<file path="config.mk">
export PLATFORM = sky130hd
export DESIGN_NAME = gf2mm_csr
export DESIGN_NICKNAME = d
export VERILOG_FILES = /design/src/rtl/gf2mm_pkg.sv /design/src/rtl/gf2mm_csr.sv
export SDC_FILE = /design/constraint.sdc
export NUM_CORES = 1
export LEC_CHECK = 0
export BUFFER_PORTS_ARGS = -buffer_cell sky130_fd_sc_hd__buf_2
export CELL_PAD_IN_SITES_DETAIL_PLACEMENT = 0
export CELL_PAD_IN_SITES_GLOBAL_PLACEMENT = 1
export CORE_MARGIN = 4
export CORE_UTILIZATION = 24
export DETAILED_ROUTE_END_ITERATION = 8
export GPL_TIMING_DRIVEN = 0
export PLACE_DENSITY_LB_ADDON = 0.1
export SYNTH_ARGS = -nofsm -noshare
export SYNTH_HDL_FRONTEND = slang
export SYNTH_SLANG_ARGS = --single-unit
</file>
<file path="constraint.sdc">
create_clock -name clock -period 1.05 [get_ports clock]
set_clock_uncertainty 0.1 [all_clocks]
set_input_delay 0.105 -clock clock [delete_from_list [all_inputs] [get_ports clock]]
set_output_delay 0.105 -clock clock [all_outputs]
set_load 0.02 [all_outputs]
</file>
<file path="src/rtl/gf2mm_pkg.sv">
// gf2mm_pkg: shared types and constants for the GF(2) matrix multiplier.
// Used by gf2mm_csr, gf2mm_cell and gf2_matrix_multiply; depends on nothing.
`default_nettype none

package gf2mm_pkg;

   localparam int MAX_INNER_DEFAULT = 64;
   localparam int MAX_COLS_DEFAULT  = 64;

   localparam int ROW_INDEX_WIDTH = 6;
   localparam int ROW_BITS_WIDTH  = 64;
   localparam int SIZE_WIDTH      = 7;
   localparam int CSR_ADDR_WIDTH  = 3;
   localparam int CSR_DATA_WIDTH  = 32;

   localparam logic [SIZE_WIDTH-1:0] INNER_SIZE_RESET = 7'd8;
   localparam logic [SIZE_WIDTH-1:0] OUT_COLS_RESET   = 7'd8;

   typedef enum logic {
      ACTION_LOAD     = 1'b0,
      ACTION_MULTIPLY = 1'b1
   } action_type;

   typedef enum logic {
      REG_INNER_SIZE = 1'b0,
      REG_OUT_COLS   = 1'b1
   } csr_reg_type;

   typedef struct packed {
      logic                       valid;
      action_type                 action;
      logic [ROW_INDEX_WIDTH-1:0] index;
   } ctrl_type;

endpackage

`default_nettype wire

</file>
<file path="src/rtl/gf2mm_csr.sv">
// gf2mm_csr: APB-style register file holding inner_size and out_cols.
// Depends on gf2mm_pkg.
`default_nettype none

module gf2mm_csr (
   input  wire logic                                   clock,
   input  wire logic                                   reset,
   input  wire logic                                   psel,
   input  wire logic                                   penable,
   input  wire logic                                   pwrite,
   input  wire logic [gf2mm_pkg::CSR_ADDR_WIDTH-1:0]   paddr,
   input  wire logic [gf2mm_pkg::CSR_DATA_WIDTH-1:0]   pwdata,
   output logic      [gf2mm_pkg::CSR_DATA_WIDTH-1:0]   prdata,
   output logic                                        pready,
   output logic      [gf2mm_pkg::SIZE_WIDTH-1:0]       inner_size,
   output logic      [gf2mm_pkg::SIZE_WIDTH-1:0]       out_cols
);

   logic [gf2mm_pkg::SIZE_WIDTH-1:0] inner_size_ff, inner_size_in;
   logic [gf2mm_pkg::SIZE_WIDTH-1:0] out_cols_ff, out_cols_in;
   gf2mm_pkg::csr_reg_type           reg_sel;
   logic                             wr_en;

   assign pready  = 1'b1;
   assign reg_sel = gf2mm_pkg::csr_reg_type'(paddr[2]);
   assign wr_en   = psel && penable && pwrite && pready;

   always_comb begin
      inner_size_in = inner_size_ff;
      out_cols_in   = out_cols_ff;
      prdata        = '0;
      unique case (reg_sel)
         gf2mm_pkg::REG_INNER_SIZE: begin
            prdata[gf2mm_pkg::SIZE_WIDTH-1:0] = inner_size_ff;
            if (wr_en) begin
               inner_size_in = pwdata[gf2mm_pkg::SIZE_WIDTH-1:0];
            end
         end
         gf2mm_pkg::REG_OUT_COLS: begin
            prdata[gf2mm_pkg::SIZE_WIDTH-1:0] = out_cols_ff;
            if (wr_en) begin
               out_cols_in = pwdata[gf2mm_pkg::SIZE_WIDTH-1:0];
            end
         end
         default: begin
            prdata = '0;
         end
      endcase
   end

   always_ff @(posedge clock) begin
      if (reset) begin
         inner_size_ff <= gf2mm_pkg::INNER_SIZE_RESET;
         out_cols_ff   <= gf2mm_pkg::OUT_COLS_RESET;
      end else begin
         inner_size_ff <= inner_size_in;
         out_cols_ff   <= out_cols_in;
      end
   end

   assign inner_size = inner_size_ff;
   assign out_cols   = out_cols_ff;

endmodule

`default_nettype wire

</file>
# After elaboration in Yosys (flattened, before gate mapping)
# Cells that the tools add are included.
# totals
output_inout_bits	47
register_bits	14
ramBits	0
latch_bits	0
input_bits	40
rom_bits	0
n_memories	0
word_cells	8
# op_classes
n_bitwise	1
multipliers	0
shift	0
magnitude_cmp	0
n_addsub	0
reduce_logical	4
div_mod_pow	0
n_mux	1
n_eq_ne	0
# ops
operator	count
case mux 7 bit (2 select lines)	1
AND reduction 2 bit	2
logical AND 1 bit	2
inverter 1 bit	1

# Depth between registers and ports, before layout
# depth
ltp_word	3
mapped_depth	4
depth_no_buf	2

# Worst setup path before layout
# OpenSTA, ideal clock, no wires.
# synth_path
path_type	register -> output
startpoint	register out_cols_ff (netlist bit out_cols[0])
endpoint	output port prdata[0] in the netlist's numbering
arrival_ns	0.699
stages_incl_launch_ff	2
n_path_buf	0
required_ns	0.845
slack_ns	0.146
cell_sequence	dfxtp_1 -> mux2_2
# synth_between
elab_chain_cells	1
# synth_rtl
item	line_no	source
start: declaration	gf2mm_csr.sv:20	logic [gf2mm_pkg::SIZE_WIDTH-1:0] out_cols_ff, out_cols_in;
start signal: assignment	gf2mm_csr.sv:54	out_cols_ff <= gf2mm_pkg::OUT_COLS_RESET;
start signal: assignment	gf2mm_csr.sv:57	out_cols_ff <= out_cols_in;
case mux 7 bit (2 select lines)	gf2mm_csr.sv:32	unique case (reg_sel)
end: declaration	gf2mm_csr.sv:13	output logic [gf2mm_pkg::CSR_DATA_WIDTH-1:0] prdata,
# No other way between the ends.

# Worst setup path after layout
# layout_path
startpoint	register inner_size_ff (netlist bit inner_size[6])
endpoint	output port prdata[6] in the netlist's numbering
# layout_between
elab_chain_cells	1
# layout_rtl
item	line_no	source
start: declaration	gf2mm_csr.sv:19	logic [gf2mm_pkg::SIZE_WIDTH-1:0] inner_size_ff, inner_size_in;
start signal: assignment	gf2mm_csr.sv:53	inner_size_ff <= gf2mm_pkg::INNER_SIZE_RESET;
start signal: assignment	gf2mm_csr.sv:56	inner_size_ff <= inner_size_in;
case mux 7 bit (2 select lines)	gf2mm_csr.sv:32	
# No other way between the ends.

==> flow_summary.toml <==
[cts]
clk_path_buf_depth = 2
cts_hold_buffers = 0
cts_buffers = 3
clk_latency_ps = 240
cts_tree = "done"
cts_htree_levels = 1
root_buffer = "clkbuf_8"
clock-sinks = 14
clk_pin_slew_ps = 60

[synthesis]
synth_cells = 91
seq_area_frac_synth_pct = 31.2
yosysTopAreaCell = "dfxtp_1"
ys_ff_latch = 14
netlist_top_cells_area = "dfxtp_1 31%, buf_4 22%, mux2i_1 16%, nand2b_1 13%, mux2_2 8.8%"
synth-async-reset-ratio_pct = 0
synth_cell_types = 11
yosysMostFrequentCell = "buf_4"
ys_top_cells_by_count = "26 x buf_4, 18 x nand2b_1, 14 x dfxtp_1, 14 x mux2i_1, 7 x mux2_2"
syn_area_um2 = 900
yosysWarnings = 0
synth_edf_count = 0
synth_top_area_share_pct = 31.2
synth_ff_type = "dfxtp_1"
syn_avg_cell_area_um2 = 9.89

[setup_path]
cpMaxStageDelayCell = "dfxtp_2"
slowest_delay_ps = 330
startpoint_type = "flip-flop"
worstSetupEndpointType = "primary output"
cp_cell_sequence = "mux2_4 -> buf_6"
crit_type = "reg2out"
critPathArrivalTime_ps = 980
critPathTopFamily = "flip-flops"
path_max_fanout = 3
reg2reg_setup_slack_ps = 230
cp.required_ps = 840
path_buf_inv = 1

[power]
power.static_leakage_uw = 0.000810
power_density_nw_per_um2 = 939
power_uw = 1430
irDropWorstVdd_uv = 363

[routing]
ant_nets = 0
remaining_drc_errors = 0
wl_per_cell_um = 10.6
first_pass_iters = 4
drtIter0Drc = 10
drt_wl_total_um = 2220
via_count = 746
via_per_inst = 3.57

[place]
port_buffers = 32
post-place-ws_ps = 44.2
dp_hpwl_um = 1630
place_congestion = 0.644

[timing]
period_share_pct = 112
period_needed_ps = 1180
fin_ws_ps = -131
max_freq_mhz = 847
drv_slew = 0
finalHoldViolCount = 0
rsz0062_at_grt = "true"
fin_hold_ws_ps = 33.6
finalSetupViolCount = 7

[layout]
drive_gt1_share_pct = 60.1
nNetsFinal = 204
synthToLayoutAreaGrowth_pct = 68.7
num_antenna_cells = 0

[floorplanning]
fp-row-count = 21
dieArea_um2 = 4790
die_x_um = 69.2
start_util_pct = 25.9
design.portCount = 87
core_area_um2 = 3470
die_h_um = 69.2

[hold_path]
hold_path_class = "in2reg"

[global_routing]
grt_pass1_wl_um = 3590
overflow = 0
grt_pass1_vias = 790
grt_start_max_net_pins = 11
grt_antenna_before_repair = 0
grt_usage_pct = 9.26

[job]
drv_cap = 0

[run_status]
status = "finished, violations left"
violations = "negative setup slack"
-- worst paths after layout --
check | startpoint | end | cells after the start
worst min register to register | inner_size[6]$_SDFFE_PP0P_ | inner_size[6]$_SDFFE_PP0P_ | 2
worst max register to register | inner_size[3]$_SDFFE_PP1P_ | inner_size[3]$_SDFFE_PP1P_ | 3
worst max-delay path | inner_size[6]$_SDFFE_PP0P_ | prdata[6] | 2
worst min-delay path | pwdata[3] | inner_size[3]$_SDFFE_PP1P_ | 3
-- metrics by stage --
stage	util (%)	TNS, ps	instances	instance area, um^2
2_1_floorplan	-	0	115	990
3_3_place_gp	34.8	0	193	1210
3_5_place_dp	34.8	0	193	1210
4_1_cts	41.1	-840	209	1430
5_1_grt	43.8	-1020	209	1520
6_report	43.8	-795	209	1520
-- metal layers --
| layer | global-route usage [%] | vias to the layer above | wire length (um) |
|---|---|---|---|
| li1 | - | 385 | - |
| met1 | 10.6 | 326 | 906 |
| met2 | 16.2 | 33 | 1150 |
| met3 | 1.88 | 2 | 132 |
| met4 | 4.56 | 0 | 29 |
| met5 | 0 | - | 0 |
-- tightest hold or removal path, cell delays in order --
cell	delay (ps)
buf_2	80
nor2_1	50
mux2i_1	110
-- cells in the final DEF, fill, tap and decap left out --
| cell type | instances |
|---|---|
| and4_1 | 1 |
| buf_2 | 13 |
| mux2_2 | 2 |
| mux2i_1 | 14 |
| buf_4 | 35 |
| dfxtp_2 | 13 |
| nand4b_4 | 1 |
| mux2_4 | 5 |
| clkbuf_8 | 4 |
| buf_6 | 25 |
| clkbuf_1 | 2 |
| nand2b_1 | 18 |
| conb_1 | 26 |
| dfxtp_1 | 1 |
| nor2_1 | 3 |
-- cells by family (layout without fill, tap and decap cells) --
family | after synthesis | after routing | synth area share (%)
other | 2 | 26 | 0.835
flip-flops | 14 | 14 | 31.2
buffers and inverters | 31 | 79 | 26.3
AND/OR/NAND/NOR | 23 | 23 | 17.4
multiplexers | 21 | 21 | 24.3
-- repair_timing --
item | 4_1_cts | 5_1_grt
endpoints found under the setup margin | 7 | 19
buffers inserted | 12 | 0
resized for setup | 31 | 28
-- power by group --
| part | internal [uW] | total [uW] | switching, uW |
|---|---|---|---|
| Combinational | 171 | 355 | 184 |
| Sequential | 545 | 552 | 6.78 |
| Clock | 332 | 519 | 188 |
-- final cells by class --
type	instances	area, um^2
multi-input combinational	70	492
clock buffer	4	55.1
timing repair buffer	44	380
sequential	14	297
fill	349	1950
buffer	31	236
tap	46	57.6
-- registers in the layout, summed over array words and instances, names as in the netlist --
name and cells:
inner_size 7, out_cols 7
Power figures use the tool's default switching activity.
