## src/rtl/gf2mm_pkg.sv

```systemverilog
// gf2mm_pkg: shared types and constants for the GF(2) matrix multiplier.
// Used by gf2mm_csr, gf2mm_cell and gf2_matrix_multiply; depends on nothing.
`default_nettype none

package gf2mm_pkg;

   localparam int MAX_INNER_DEFAULT = 64;
   localparam int MAX_COLS_DEFAULT  = 64;

   localparam int ROW_INDEX_WIDTH = 6;
   localparam int ROW_BITS_WIDTH  = 64;
   localparam int SIZE_WIDTH      = 7;
   localparam int CSR_ADDR_WIDTH  = 3;
   localparam int CSR_DATA_WIDTH  = 32;

   localparam logic [SIZE_WIDTH-1:0] INNER_SIZE_RESET = 7'd8;
   localparam logic [SIZE_WIDTH-1:0] OUT_COLS_RESET   = 7'd8;

   typedef enum logic {
      ACTION_LOAD     = 1'b0,
      ACTION_MULTIPLY = 1'b1
   } action_type;

   typedef enum logic {
      REG_INNER_SIZE = 1'b0,
      REG_OUT_COLS   = 1'b1
   } csr_reg_type;

   typedef struct packed {
      logic                       valid;
      action_type                 action;
      logic [ROW_INDEX_WIDTH-1:0] index;
   } ctrl_type;

endpackage

`default_nettype wire

```

## src/rtl/gf2mm_cell.sv

```systemverilog
// gf2mm_cell: one chain cell; holds B row CELL_INDEX, loads it or folds it
// into a passing product row. Depends on gf2mm_pkg.
`default_nettype none

module gf2mm_cell #(
   parameter int MAX_INNER  = gf2mm_pkg::MAX_INNER_DEFAULT,
   parameter int MAX_COLS   = gf2mm_pkg::MAX_COLS_DEFAULT,
   parameter int CELL_INDEX = 0
) (
   input  wire logic                  clock,
   input  wire logic                  reset,
   input  wire logic                  advance,
   input  wire gf2mm_pkg::ctrl_type   ctrl_prev,
   input  wire logic [MAX_INNER-1:0]  abits_prev,
   input  wire logic [MAX_COLS-1:0]   data_prev,
   output gf2mm_pkg::ctrl_type        ctrl_next,
   output logic      [MAX_INNER-1:0]  abits_next,
   output logic      [MAX_COLS-1:0]   data_next
);

   gf2mm_pkg::ctrl_type   ctrl_ff;
   logic [MAX_INNER-1:0]  abits_ff;
   logic [MAX_COLS-1:0]   data_ff, data_in;
   logic [MAX_COLS-1:0]   row_ff;
   logic                  row_we;

   // loads travel with the stream, so later items see the new row
   assign row_we = advance && ctrl_prev.valid
                   && (ctrl_prev.action == gf2mm_pkg::ACTION_LOAD)
                   && (ctrl_prev.index == gf2mm_pkg::ROW_INDEX_WIDTH'(CELL_INDEX));

   always_comb begin
      data_in = data_prev;
      if (ctrl_prev.action == gf2mm_pkg::ACTION_MULTIPLY && abits_prev[CELL_INDEX]) begin
         data_in = data_prev ^ row_ff;
      end
   end

   always_ff @(posedge clock) begin
      if (reset) begin
         ctrl_ff.valid <= 1'b0;
      end else if (advance) begin
         ctrl_ff.valid <= ctrl_prev.valid;
      end
   end

   always_ff @(posedge clock) begin
      if (advance) begin
         ctrl_ff.action <= ctrl_prev.action;
         ctrl_ff.index  <= ctrl_prev.index;
         abits_ff       <= abits_prev;
         data_ff        <= data_in;
      end
      if (row_we) begin
         row_ff <= data_prev;
      end
   end

   assign ctrl_next  = ctrl_ff;
   assign abits_next = abits_ff;
   assign data_next  = data_ff;

endmodule

`default_nettype wire

```

## config.mk

```make
export PLATFORM = sky130hd
export DESIGN_NAME = gf2mm_cell
export DESIGN_NICKNAME = d
export VERILOG_FILES = /design/src/rtl/gf2mm_pkg.sv /design/src/rtl/gf2mm_cell.sv
export SDC_FILE = /design/constraint.sdc
export NUM_CORES = 1
export LEC_CHECK = 0
export ABC_AREA = 1
export BUFFER_PORTS_ARGS = -buffer_cell sky130_fd_sc_hd__clkbuf_2
export CAP_MARGIN = 40
export CORE_MARGIN = 3
export CORE_UTILIZATION = 30
export CTS_CLUSTER_DIAMETER = 200
export DETAILED_ROUTE_END_ITERATION = 6
export PLACE_DENSITY = 0.63
export SLEW_MARGIN = 20
export SYNTH_ARGS = -nofsm -noshare
export SYNTH_HDL_FRONTEND = slang
export SYNTH_SLANG_ARGS = --single-unit
```

## constraint.sdc

```tcl
create_clock -name clock -period 3.9 [get_ports clock]
set_input_delay 0.195 -clock clock [delete_from_list [all_inputs] [get_ports clock]]
set_output_delay 0.195 -clock clock [all_outputs]
set_load 0.01 [all_outputs]
```

After elaboration in Yosys (flattened, before gate mapping) --
Index checks and enable logic that the tools add are counted.
Storage, ports and cells: flip-flop bits (word level) 200, input port bits 139, output and inout port bits 136, logic and storage cells 14
Operators by class: multiplexer cells 1, bitwise operators 2, reductions and logical operators 5
Operators with widths (number):
- 2-to-1 mux 64 bit | 1
- XOR 64 bit | 1
- zero test 6 bit | 1
- logical AND 1 bit | 4
- NOT 1 bit | 1

Depth between registers and ports, before layout --
Gate-level depths: netlist of run 1.
depth after elaboration 3, gate-level depth with buffers 7, mapped depth without buffers 5

Worst setup path before layout of run 1 --
No wires, ideal clock.
path kind input-to-reg, start point input port ctrl_prev[0] (netlist name), end point register row_ff[0] (enable), setup time 486 ps, arrival time 3044 ps, required time 3414 ps, slack 370 ps, cell stages on the path 3, buffers on the path 0, cells stage by stage nor2_1 > nand3_1 > nor2_1
On the way: cells in the longest elaborated chain, start to end 2
RTL lines:
- start, declared | RTL line gf2mm_cell.sv:13 | input wire gf2mm_pkg::ctrl_type ctrl_prev,
- zero test 6 bit | RTL line gf2mm_cell.sv:30 | && (ctrl_prev.index == gf2mm_pkg::ROW_INDEX_WIDTH'(CELL_INDEX));
- logical AND 1 bit | RTL line gf2mm_cell.sv:30
- via row_we | RTL line gf2mm_cell.sv:25 | logic row_we;
- end signal, assigned | RTL line gf2mm_cell.sv:55 | row_ff <= data_prev;
- end, declared | RTL line gf2mm_cell.sv:24 | logic [MAX_COLS-1:0] row_ff;
The timed path passes the listed nets, and every way through them passes these cells. A chain may end at the register's enable or synchronous reset.

Worst setup path in the final report of run 1 --
start point input port ctrl_prev[3] (netlist name), end point register row_ff[42] (enable)
The elaborated chain is that of the path after synthesis.

==> results of run 1 <==
==> timing repair <==
item	4_1_cts	5_1_grt
hold buffers	136	1
hold endpoints to repair	136	3
buffers inserted	0	0
==> flip-flops by register name, summed over array words and instances (netlist names) <==
| name | cells |
|---|---|
| row_ff | 64 |
| data_next | 64 |
| ctrl_next | 8 |
| abits_next | 64 |
==> metal layers <==
layer  vias to the layer above  global-route usage (%)  wire length [µm]
li1                       2701                       -                 -
met2                       211                   24.40              9581
met4                         0                   4.806               384
met5                         -                       0                 0
met3                        27                   3.960              1435
met1                      2574                   14.49              7089
==> critical path, stage by stage <==
cell and delay, ns:
dlygate4sd3_1 0.56, clkbuf_2 0.12, nor2_1 0.24, nand3_1 0.17, nor2_4 0.57, buf_12 0.33
==> cells by family after synthesis <==
logic type             count (synthesis)
AO/OA/AOI/OAI                          1
buffers and inverters                 82
flip-flops                           200
AND/OR/NAND/NOR                      265
==> final timing paths <==
kind	start	endpoint	slack (ns)
worst max-delay path	ctrl_prev[3]	row_ff[42]	1.75
worst max register to register	row_ff[55]	data_next[55]	3.08
worst min-delay path	ctrl_prev[7]	ctrl_next[7]	0.03
worst min register to register	ctrl_next[7]	ctrl_next[7]	0.46
==> layout make-up <==
type                            count  area (µm²)  area share, %
Sequential cell                   200        5996          53.49
Timing Repair Buffer              417        2867          25.58
Multi-Input combinational cell    266        1089          9.712
Clock buffer                       17       425.4          3.796
Tap cell                          324       405.4          3.617
Inverter                           68       257.7          2.300
Clock inverter                     15       168.9          1.507
==> stage by stage <==
stage                     instances  instance area, µm²
after floorplan                 548                7486
after global placement         1135                9160
after detailed placement       1138                9243
after CTS                      1306               11200
after global routing           1307               11210
final                          1307               11210
==> cell usage in the layout, fill, tap and decap left out <==
cell type	instances
buf_6	1
a21oi_1	1
nor2_4	1
edfxtp_1	199
clkbuf_2	273
clkinv_8	3
inv_4	1
buf_4	2
dfxtp_1	1
inv_1	67
inv_12	2
clkbuf_16	17
buf_16	3
clkinv_1	1
nor2_1	3
nand2_1	196
inv_6	6
nand3_1	65
dlygate4sd3_1	137
buf_12	1
clkinv_4	1
inv_8	2
==> power groups by stage <==
stage	sequential (W)	combinational [W]	clock, W
floorplan	0.00261	0.0000858	0
global placement	0.00256	0.000358	0
detailed placement	0.00256	0.000378	0
CTS	0.00251	0.000489	0.00182
global route	0.00252	0.000535	0.00190
finish	0.00251	0.000485	0.00176
==> impl_results.md, run 1 <==
* Outcome: completed
* CTS tree: yes
* Post-Synth Simple-Gate Area at between 10% and 20%
* Most frequent cells after synthesis: 199 x edfxtp_1, 196 x nand2_1, 67 x inv_1
* Largest family of logic cells by synthesized area: simple AND/OR/NAND/NOR gates
* Leakage power of the design at slightly below 5 nW
* Required @ worst endpoint at approximately 4.0 ns
* Setup Viol. Count Final at 0
* Highest clock frequency the design can meet at roughly 470 MHz
* Final Cycle Share at between 50% and 60%
* Post-CTS clock slew at the launch and capture registers of the worst setup and hold paths at 0.08 ns
* Floorplan Core Area at around 24000 µm²
* Worst path arrival time at around 2.3 ns
* Final setup margin at 1.752 ns
* # port buffers at 274
* Post-synth ARST share at 0%
* Post-synthesis xor/xnor area fraction at 0%
* Number of search-and-repair iterations in the first detailed-routing pass at 4
* Number of diodes added for antenna fixing at 0
* Complex-gate fraction of the synthesized area at less than 1%
* Inserted Clock Buffers at 17
* Post-Synthesis Cell Area at about 7500 µm²
* Rows at 57
* Unrepaired setup endpoints after global routing: false
* Total wirelength of the detailed-routed design at between 15000 and 20000 µm
* Max-capacitance violation count at 0
* Final nets at about 1100
* Crit path max fanout at between 40 and 50
* Vias in the first global route at between 5000 and 6000
* Pre-CTS setup slack at 1.877 ns
* Share of the synthesized area in the top cell type at 79.83%
* Number of storage elements in the synthesis netlist at 200
* Count of yosys warnings during synthesis at 0
* Average routed wire per standard cell at roughly 14 µm
* Pwr Total at 0.004754 W
* Register-to-Register Path Depth at 2
* Most common flop cell mapped by yosys: edfxtp_1
* Via-per-instance ratio at between 4 and 5
* Net switching component of the power at ~0.0012 W
* Number of enable flip-flop cells after synthesis at ~200
* HPWL reported at the end of detailed placement at ~12000 µm
* Width of the die at ~160 µm
* Worst Hold Path Cells at 3
* Global-route wire length before repair at roughly 28000 µm
* Bufs on Longest Clock Path at 2
* Via Count at between 5000 and 6000
* Mapped Cells at between 500 and 600
* Sinks on the clock net at 200
* Final GP Congestion at 0.7179
* Overall fraction of global-route tracks in use at around an eighth
* Power share of the clock group at a little under two fifths
* Root Driver: clkbuf_16
* Transition time of the tightest slew-check pin at 0.7163 ns
* Residual DRC at 0
* Hold violation total from the final report at 0
* Switching portion of total power at about 24%
* Number of instances resized during post-cts repair at 0
* TNS Setup at 0 ns
* Pin count of the biggest net entering global routing at 71
* Adder-cell area share of the yosys netlist at 0%
* Crit. End Element: register
* Number of nets with antenna violations after detailed routing at 0
* Synthesized netlist net count at 687
* Die Outline Area at around 27000 µm²
* Number of DRC markers in iteration 0 at between 300 and 400
* Number of top-level design ports at approximately 280
* Number of antenna violations at the first check in global routing at 0
* Final critical-path required period at roughly 2.1 ns
* Sequential share of power at between 50 and 60%
* Synthesized area divided by synthesized cell count at roughly 14 µm²
* Internal cell power at about 0.0036 W
* Share of final-layout standard cells stronger than drive strength 1 at 31.84%
* Cell with the most instances after synthesis: edfxtp_1
* Filler cell count in the final layout at between 2000 and 2500
* Die Y-Extent at between 150 and 200 µm
* Post-synthesis cell type with the largest combined area: edfxtp_1
* Proportion of synthesized chip area in sequential cells at 80.09%
* Max Slew Vio Count at 0
* Areal power density over the cells at about 420 nW/µm²
* Largest cells by area after synthesis: edfxtp_1 80%, nand2_1 9.8%, nand3_1 4.3%, inv_1 3.4%, buf_6 2.0%
* Library cells used by synthesis at 10
* Clock tree skew after final layout at between 0.01 and 0.015 ns
* Worst setup path class: in -> reg
* CP startpoint kind: primary input
* Layout overhead on the synthesized area at 49.72%
* Later-pin clock latency in the skew report at around 0.43 ns
* Final Core Density at between 40% and 50%
* Worst Hold Margin at around 0.034 ns
* H-tree levels at 4
* Max-Slew Margin vs Limit at between 50% and 60%
* Class of the tightest hold or removal check: in -> reg
* Overflow left after global routing at 0
* Initial Util at between 30% and 40%
* Proportion of synthesized area in mux cells at 0%
* Share of power burned in combinational logic at 10.2%
* Maximum ir drop on the vdd rail at about 0.00022 V
Power figures use the tool's default switching activity.
==> run 2, diff against run 1 <==
clock period = 2.05 ns   (was 3.9 ns; I/O delays follow)
==> run 2 against run 1 <==
Sequential power grew 90%. Sequential share of layout area grew 0.22 points. Critical path type unchanged. Core utilization shrank 0.19 points. Global-route usage shrank 0.20 points. Sequential cell count is the same. Via count is essentially flat. Final cell count is essentially flat.
==> impl_results.md, run 2 (synthesized netlist as in run 1, its figures left out) <==
* Outcome: completed
* Number of top-level design ports at about 280
* Worst path arrival time at roughly 1.8 ns
* Dominant delay contributor by cell family on the critical path: buffers and inverters
* Most common cell after layout, fill and taps aside: clkbuf_2
* Pin count of the biggest net entering global routing at 79
* Met3 routing resource usage after global routing at 3.657%
* Crit path max fanout at 50
* Class of the tightest hold or removal check: in -> reg
* Layout overhead on the synthesized area at 49.11%
* Total wirelength of the detailed-routed design at ~18000 µm
* Transition time of the tightest slew-check pin at around 0.77 ns
* Max-Slew Margin vs Limit at between 40% and 50%
* Cell type of the slowest stage on the worst timing path: dlygate4sd3_1
* Filler cell count in the final layout at roughly 2200
* Post-CTS clock slew at the launch and capture registers of the worst setup and hold paths at roughly 0.08 ns
* Number of diodes added for antenna fixing at 0
* Later-pin clock latency in the skew report at around 0.42 ns
* Number of nets with antenna violations after detailed routing at 0
* Number of search-and-repair iterations in the first detailed-routing pass at 5
* Number of antenna violations at the first check in global routing at 1
* Number of buffers inserted by hold repair at cts at around 140
* H-tree levels at 4
* Crit. End Element: register
* Final GP Congestion at roughly 0.75
* CTS tree: yes
* Placement-stage cell area at between 9000 and 10000 µm²
* Worst path bufs/invs at 4
* Area of the multi-input gates at 1089 µm²
* Critical Path, Cell by Cell: dlygate4sd3_1, clkbuf_2, nand2_1, clkinv_2, buf_12, nand3_1, nand2_1
* Inserted Clock Buffers at 17
* Final critical-path required period at about 1.6 ns
* Number of instances resized during post-cts repair at 0
* Hold violation total from the final report at 0
* Required @ worst endpoint at around 2.2 ns
* Residual DRC at 0
* Max-capacitance violation count at 0
* Leakage power of the design at between 4 and 5 nW
* Average routed wire per standard cell at roughly 14 µm
* GR Util met1 at around 15%
* Floorplan Core Area at 24390 µm²
* Final nets at between 1000 and 1500
* Finished Cell Area at about 11000 µm²
* TNS Setup at 0 ns
* HPWL reported at the end of detailed placement at about 12000 µm
* Global-route wire length before repair at roughly 27000 µm
* Busiest layer in global routing: met2
* Clock tree skew after final layout at 0.01020 ns
* Setup Viol. Count Final at 0
* Via-per-instance ratio at 4.222
* Rows at between 50 and 60
* Sinks on the clock net at 200
* Highest clock frequency the design can meet at 619.1 MHz
* Number of DRC markers in iteration 0 at 340
* Areal power density over the cells at 804.6 nW/µm²
* Overall fraction of global-route tracks in use at 13.09%
* Worst setup path class: in -> reg
* Die Outline Area at approximately 27000 µm²
* Share of final-layout standard cells stronger than drive strength 1 at a little under a third
* Die Y-Extent at roughly 160 µm
* Vias in the first global route at approximately 5400
* Routing usage on met2 at 23.60%
* Overflow left after global routing at 0
* CP startpoint kind: primary input
* Final Cycle Share at 78.79%
* Unrepaired setup endpoints after global routing: false
* Commonest cells after routing, fill and taps aside: 273 x clkbuf_2, 199 x edfxtp_1, 196 x nand2_1
* Post-CTS repair timing setup buffer count at 0
* FF+latch area at between 5000 and 6000 µm²
* Initial Util at a little under a third
* Bufs on Longest Clock Path at 2
* # port buffers at 274
* Most used cell, CP: nand2_1
* Maximum ir drop on the vdd rail at about 0.00037 V
* Largest stage delay on the critical path at roughly 0.54 ns
* Width of the die at around 160 µm
* Via Count at around 5500
* Max Slew Vio Count at 0
* Root Driver: clkbuf_16
run 2: changes by cell type in the layout (fill, tap and decap cells not counted), sizes merged:
cell / change
buf: -1
clkbuf: +1
clkinv: +2
inv: -3
run 2: per-stage QoR:
stage                     utilization, %  hold WS (ns)  power, W  cells  setup WS, ns
after floorplan                        -        0.1716  0.005137    548        0.3716
after global placement             37.77        0.2794  0.005553   1137        0.5210
after detailed placement           37.77        0.2811  0.005577   1137        0.4967
after CTS                          45.76        0.2328  0.009121   1306        0.3904
after global routing               45.76        0.2415  0.009389   1306        0.2796
final                              45.76        0.2388  0.008981   1306        0.4348
run 2: metal layers:
| metal | share of wire, % | routed length (µm) |
|---|---|---|
| met5 | 0.071 | 13 |
| met1 | 40 | 7303 |
| met3 | 7.1 | 1308 |
| met4 | 2.2 | 405 |
| met2 | 51 | 9351 |
run 2: cell type report:
type	count	area share (%)
sequential	200	53.72
timing repair buffer	416	25.41
multi-input combinational	266	9.752
clock buffer	18	3.845
tap	324	3.632
inverter	68	2.298
clock inverter	14	1.345
run 2: worst reg2reg max path, stage by stage (launching register included):
cell           delay [ns]
dfxtp_1              0.33
nand2_1              0.06
a21oi_1              0.11
dlygate4sd3_1        0.54
run 2: final timing paths:
kind	start	end	slack, ns	cells past startpoint
worst max-delay path	ctrl_prev[6]	data_next[6]	0.43	7
worst max register to register	ctrl_next[7]	ctrl_next[7]	0.95	3
worst min register to register	row_ff[47]	data_next[47]	0.58	2
worst min-delay path	advance	ctrl_next[4]	0.24	2
run 2: report_power, final:
part | total, W | internal (W) | switching (W)
Sequential | 0.00478 | 0.00472 | 0.0000630
Clock | 0.00329 | 0.00164 | 0.00165
Combinational | 0.000907 | 0.000447 | 0.000460
Total | 0.00898 | 0.00681 | 0.00217
==> run 3, diff against run 2 <==
ABC_AREA = 0   (was 1)
PLACE_DENSITY = 0.64   (was 0.63)
clock period = 1.5 ns   (was 2.05 ns; I/O delays follow)
==> run 3 against run 2 <==
Sequential cell count unchanged. First-iteration DRC count down 13%. Power grew 42%. Die area is 5.8% lower. Hold slack worse by 0.080 ns. Combinational power rose by 39%. Worst setup slack worse by 0.38 ns. Clock skew decreased by 0.0034 ns. Global-route usage grew 1.1 points. Cell area shrank 2.7%. Critical path type unchanged. Largest power group unchanged. Highest routed layer is now met4.
==> impl_results.md, run 3 <==
* Initial Util at between 30% and 40%
* Overflow left after global routing at 0
* Final Core Density at between 40% and 50%
* Final setup margin at 0.05604 ns
* Synthesized area divided by synthesized cell count at between 20 and 25 µm²
* Die Outline Area at around 25000 µm²
* Pwr Total at approximately 0.013 W
* Residual DRC at 0
* Number of instances resized during post-cts repair at 0
* Final critical-path required period at approximately 1.4 ns
* Via-per-instance ratio at approximately 4.2
* FF+latch area at about 6000 µm²
* Post-CTS clock slew at the launch and capture registers of the worst setup and hold paths at ~0.070 ns
* Final Cycle Share at 96.26%
* H-tree levels at 4
* Final nets at about 900
* Cell type of the slowest stage on the worst timing path: dlygate4sd3_1
* Post-synthesis cell type with the largest combined area: edfxtp_1
* Worst path arrival time at ~1.6 ns
* Library cells used by synthesis at 12
* Proportion of synthesized chip area in sequential cells at roughly 85%
* Areal power density over the cells at around 1200 nW/µm²
* Later-pin clock latency in the skew report at 0.42 ns
* Pin count of the biggest net entering global routing at 72
* Clock tree skew after final layout at just under 0.007 ns
* Count of yosys warnings during synthesis at 0
* Share of final-layout standard cells stronger than drive strength 1 at around 40%
* Commonest cells after routing, fill and taps aside: 273 x clkbuf_2, 199 x edfxtp_1, 136 x dlygate4sd3_1
* Most common cell after layout, fill and taps aside: clkbuf_2
* Busiest layer in global routing: met2
* Leakage power of the design at between 4 and 5 nW
* GR Util met1 at between 15 and 20%
* Root Driver: clkbuf_16
* Met3 routing resource usage after global routing at ~4.1%
* Transition time of the tightest slew-check pin at ~0.43 ns
* Number of DRC markers in iteration 0 at approximately 300
* Routing usage on met2 at 23.95%
* Max-Slew Margin vs Limit at a little under three quarters
* Post-synth ARST share at 0%
* Largest stage delay on the critical path at between 0.5 and 0.6 ns
* Largest cells by area after synthesis: edfxtp_1 85%, xnor2_1 8.0%, nand3_1 4.6%, buf_6 0.96%, buf_4 0.75%
* Filler cell count in the final layout at 2005
* Cell with the most instances after synthesis: edfxtp_1
* Number of nets with antenna violations after detailed routing at 0
* Highest clock frequency the design can meet at 692.5 MHz
* Crit. End Element: register
* Required @ worst endpoint at approximately 1.6 ns
* Most common flop cell mapped by yosys: edfxtp_1
* CP startpoint kind: primary input
* Outcome: completed
* Layout overhead on the synthesized area at 54.29%
* Max-capacitance violation count at 0
* Via Count at 4634
* Number of top-level design ports at around 280
* Bufs on Longest Clock Path at 2
* Number of antenna violations at the first check in global routing at 1
* Area of the multi-input gates at 923.4 µm²
* Max Slew Vio Count at 0
* Number of search-and-repair iterations in the first detailed-routing pass at 4
* Sinks on the clock net at 200
* Post-Synthesis Cell Area at between 7000 and 8000 µm²
* Worst path bufs/invs at 3
* Number of storage elements in the synthesis netlist at 200
* Width of the die at ~160 µm
* CTS tree: yes
* Overall fraction of global-route tracks in use at 14.24%
* Share of the synthesized area in the top cell type at a little over four fifths
* Setup Viol. Count Final at 0
* Final GP Congestion at just over 0.7
* Hold violation total from the final report at 0
* Placed Cells at about 930
* Die Y-Extent at between 150 and 200 µm
* Crit path max fanout at 22
* Most frequent cells after synthesis: 199 x edfxtp_1, 64 x nand3_1, 64 x xnor2_1
* Average routed wire per standard cell at 16.35 µm
* Unrepaired setup endpoints after global routing: false
* Final std cells w/o fill at 1098
* Pre-CTS setup slack at -0.08903 ns
* Floorplan Core Area at 22850 µm²
* # port buffers at ~270
* Global-route wire length before repair at around 28000 µm
* Mapped Cells at around 350
* Synthesized netlist net count at roughly 500
* Total wirelength of the detailed-routed design at 17960 µm
* Maximum ir drop on the vdd rail at about 0.00074 V
* Post-CTS repair timing setup buffer count at 0
* Class of the tightest hold or removal check: in -> reg
* Rows at 55
* Critical Path, Cell by Cell: dlygate4sd3_1, clkbuf_2, nor4_2, and4_4, buf_12
* HPWL reported at the end of detailed placement at 11050 µm
* Dominant delay contributor by cell family on the critical path: buffers and inverters
* Number of enable flip-flop cells after synthesis at about 200
* Inserted Clock Buffers at 17
* Vias in the first global route at slightly below 5000
* Worst setup path class: in -> reg
[run 3: layout make-up]
cell class / instances / share of cell area (%)
well taps: 313 / 3.608
clock inverters: 14 / 1.902
repair buffers: 419 / 26.78
multi-input cells: 133 / 8.506
diodes: 1 / 0.02305
flip-flops and latches: 200 / 55.23
clock buffers: 18 / 3.953
[run 3: worst paths after layout]
| check | cells past startpoint | slack, ns | to | start |
|---|---|---|---|---|
| worst max-delay path | 5 | 0.06 | row_ff[36] | ctrl_prev[2] |
| worst min-delay path | 2 | 0.16 | abits_next[0] | abits_prev[0] |
| worst max register to register | 3 | 0.36 | ctrl_next[7] | ctrl_next[7] |
| worst min register to register | 2 | 0.63 | data_next[1] | row_ff[1] |
[run 3: layer usage]
layer | up-vias | share of wire (%)
met5 | - | 0
met2 | 207 | 49
met1 | 2246 | 42
met3 | 17 | 7.1
met4 | 0 | 1.7
li1 | 2164 | -
[run 3: kinds of logic (layout without fill, tap and decap cells)]
kind of cell | count (synthesis) | count (layout) | synth area share [%]
muxes | 1 | 1 | 0.1423
and+or+nand+nor | 68 | 68 | 4.891
DFF | 200 | 200 | 85.22
other | 0 | 1 | 0
xor gates and xnor gates | 64 | 64 | 7.967
buffers and inverters | 14 | 451 | 1.778
[run 3: where the power goes]
part | switching (W) | total (W) | leakage [nW] | internal (W)
Combinational | 0.000611 | 0.00126 | 2.03 | 0.000649
Clock | 0.00217 | 0.00489 | 0.310 | 0.00271
Sequential | 0.0000935 | 0.00656 | 1.90 | 0.00647
Total | 0.00288 | 0.0127 | 4.25 | 0.00983
[run 3: timing repair]
| action | 4_1_cts | 5_1_grt |
|---|---|---|
| hold buffers | 136 | 0 |
| endpoints found under the setup margin | 0 | 0 |
| hold endpoints to repair | 212 | 0 |
[run 3: through the flow]
| stage | hold slack [ns] | instance area, µm² | setup TNS (ns) |
|---|---|---|---|
| after global routing | 0.1490 | 10860 | 0 |
| after CTS | 0.1574 | 10850 | 0 |
| final | 0.1586 | 10860 | 0 |
| after global placement | 0.2360 | 8856 | -6.466 |
| after detailed placement | 0.2517 | 8856 | -3.945 |
| after floorplan | 0.1474 | 7044 | 0 |
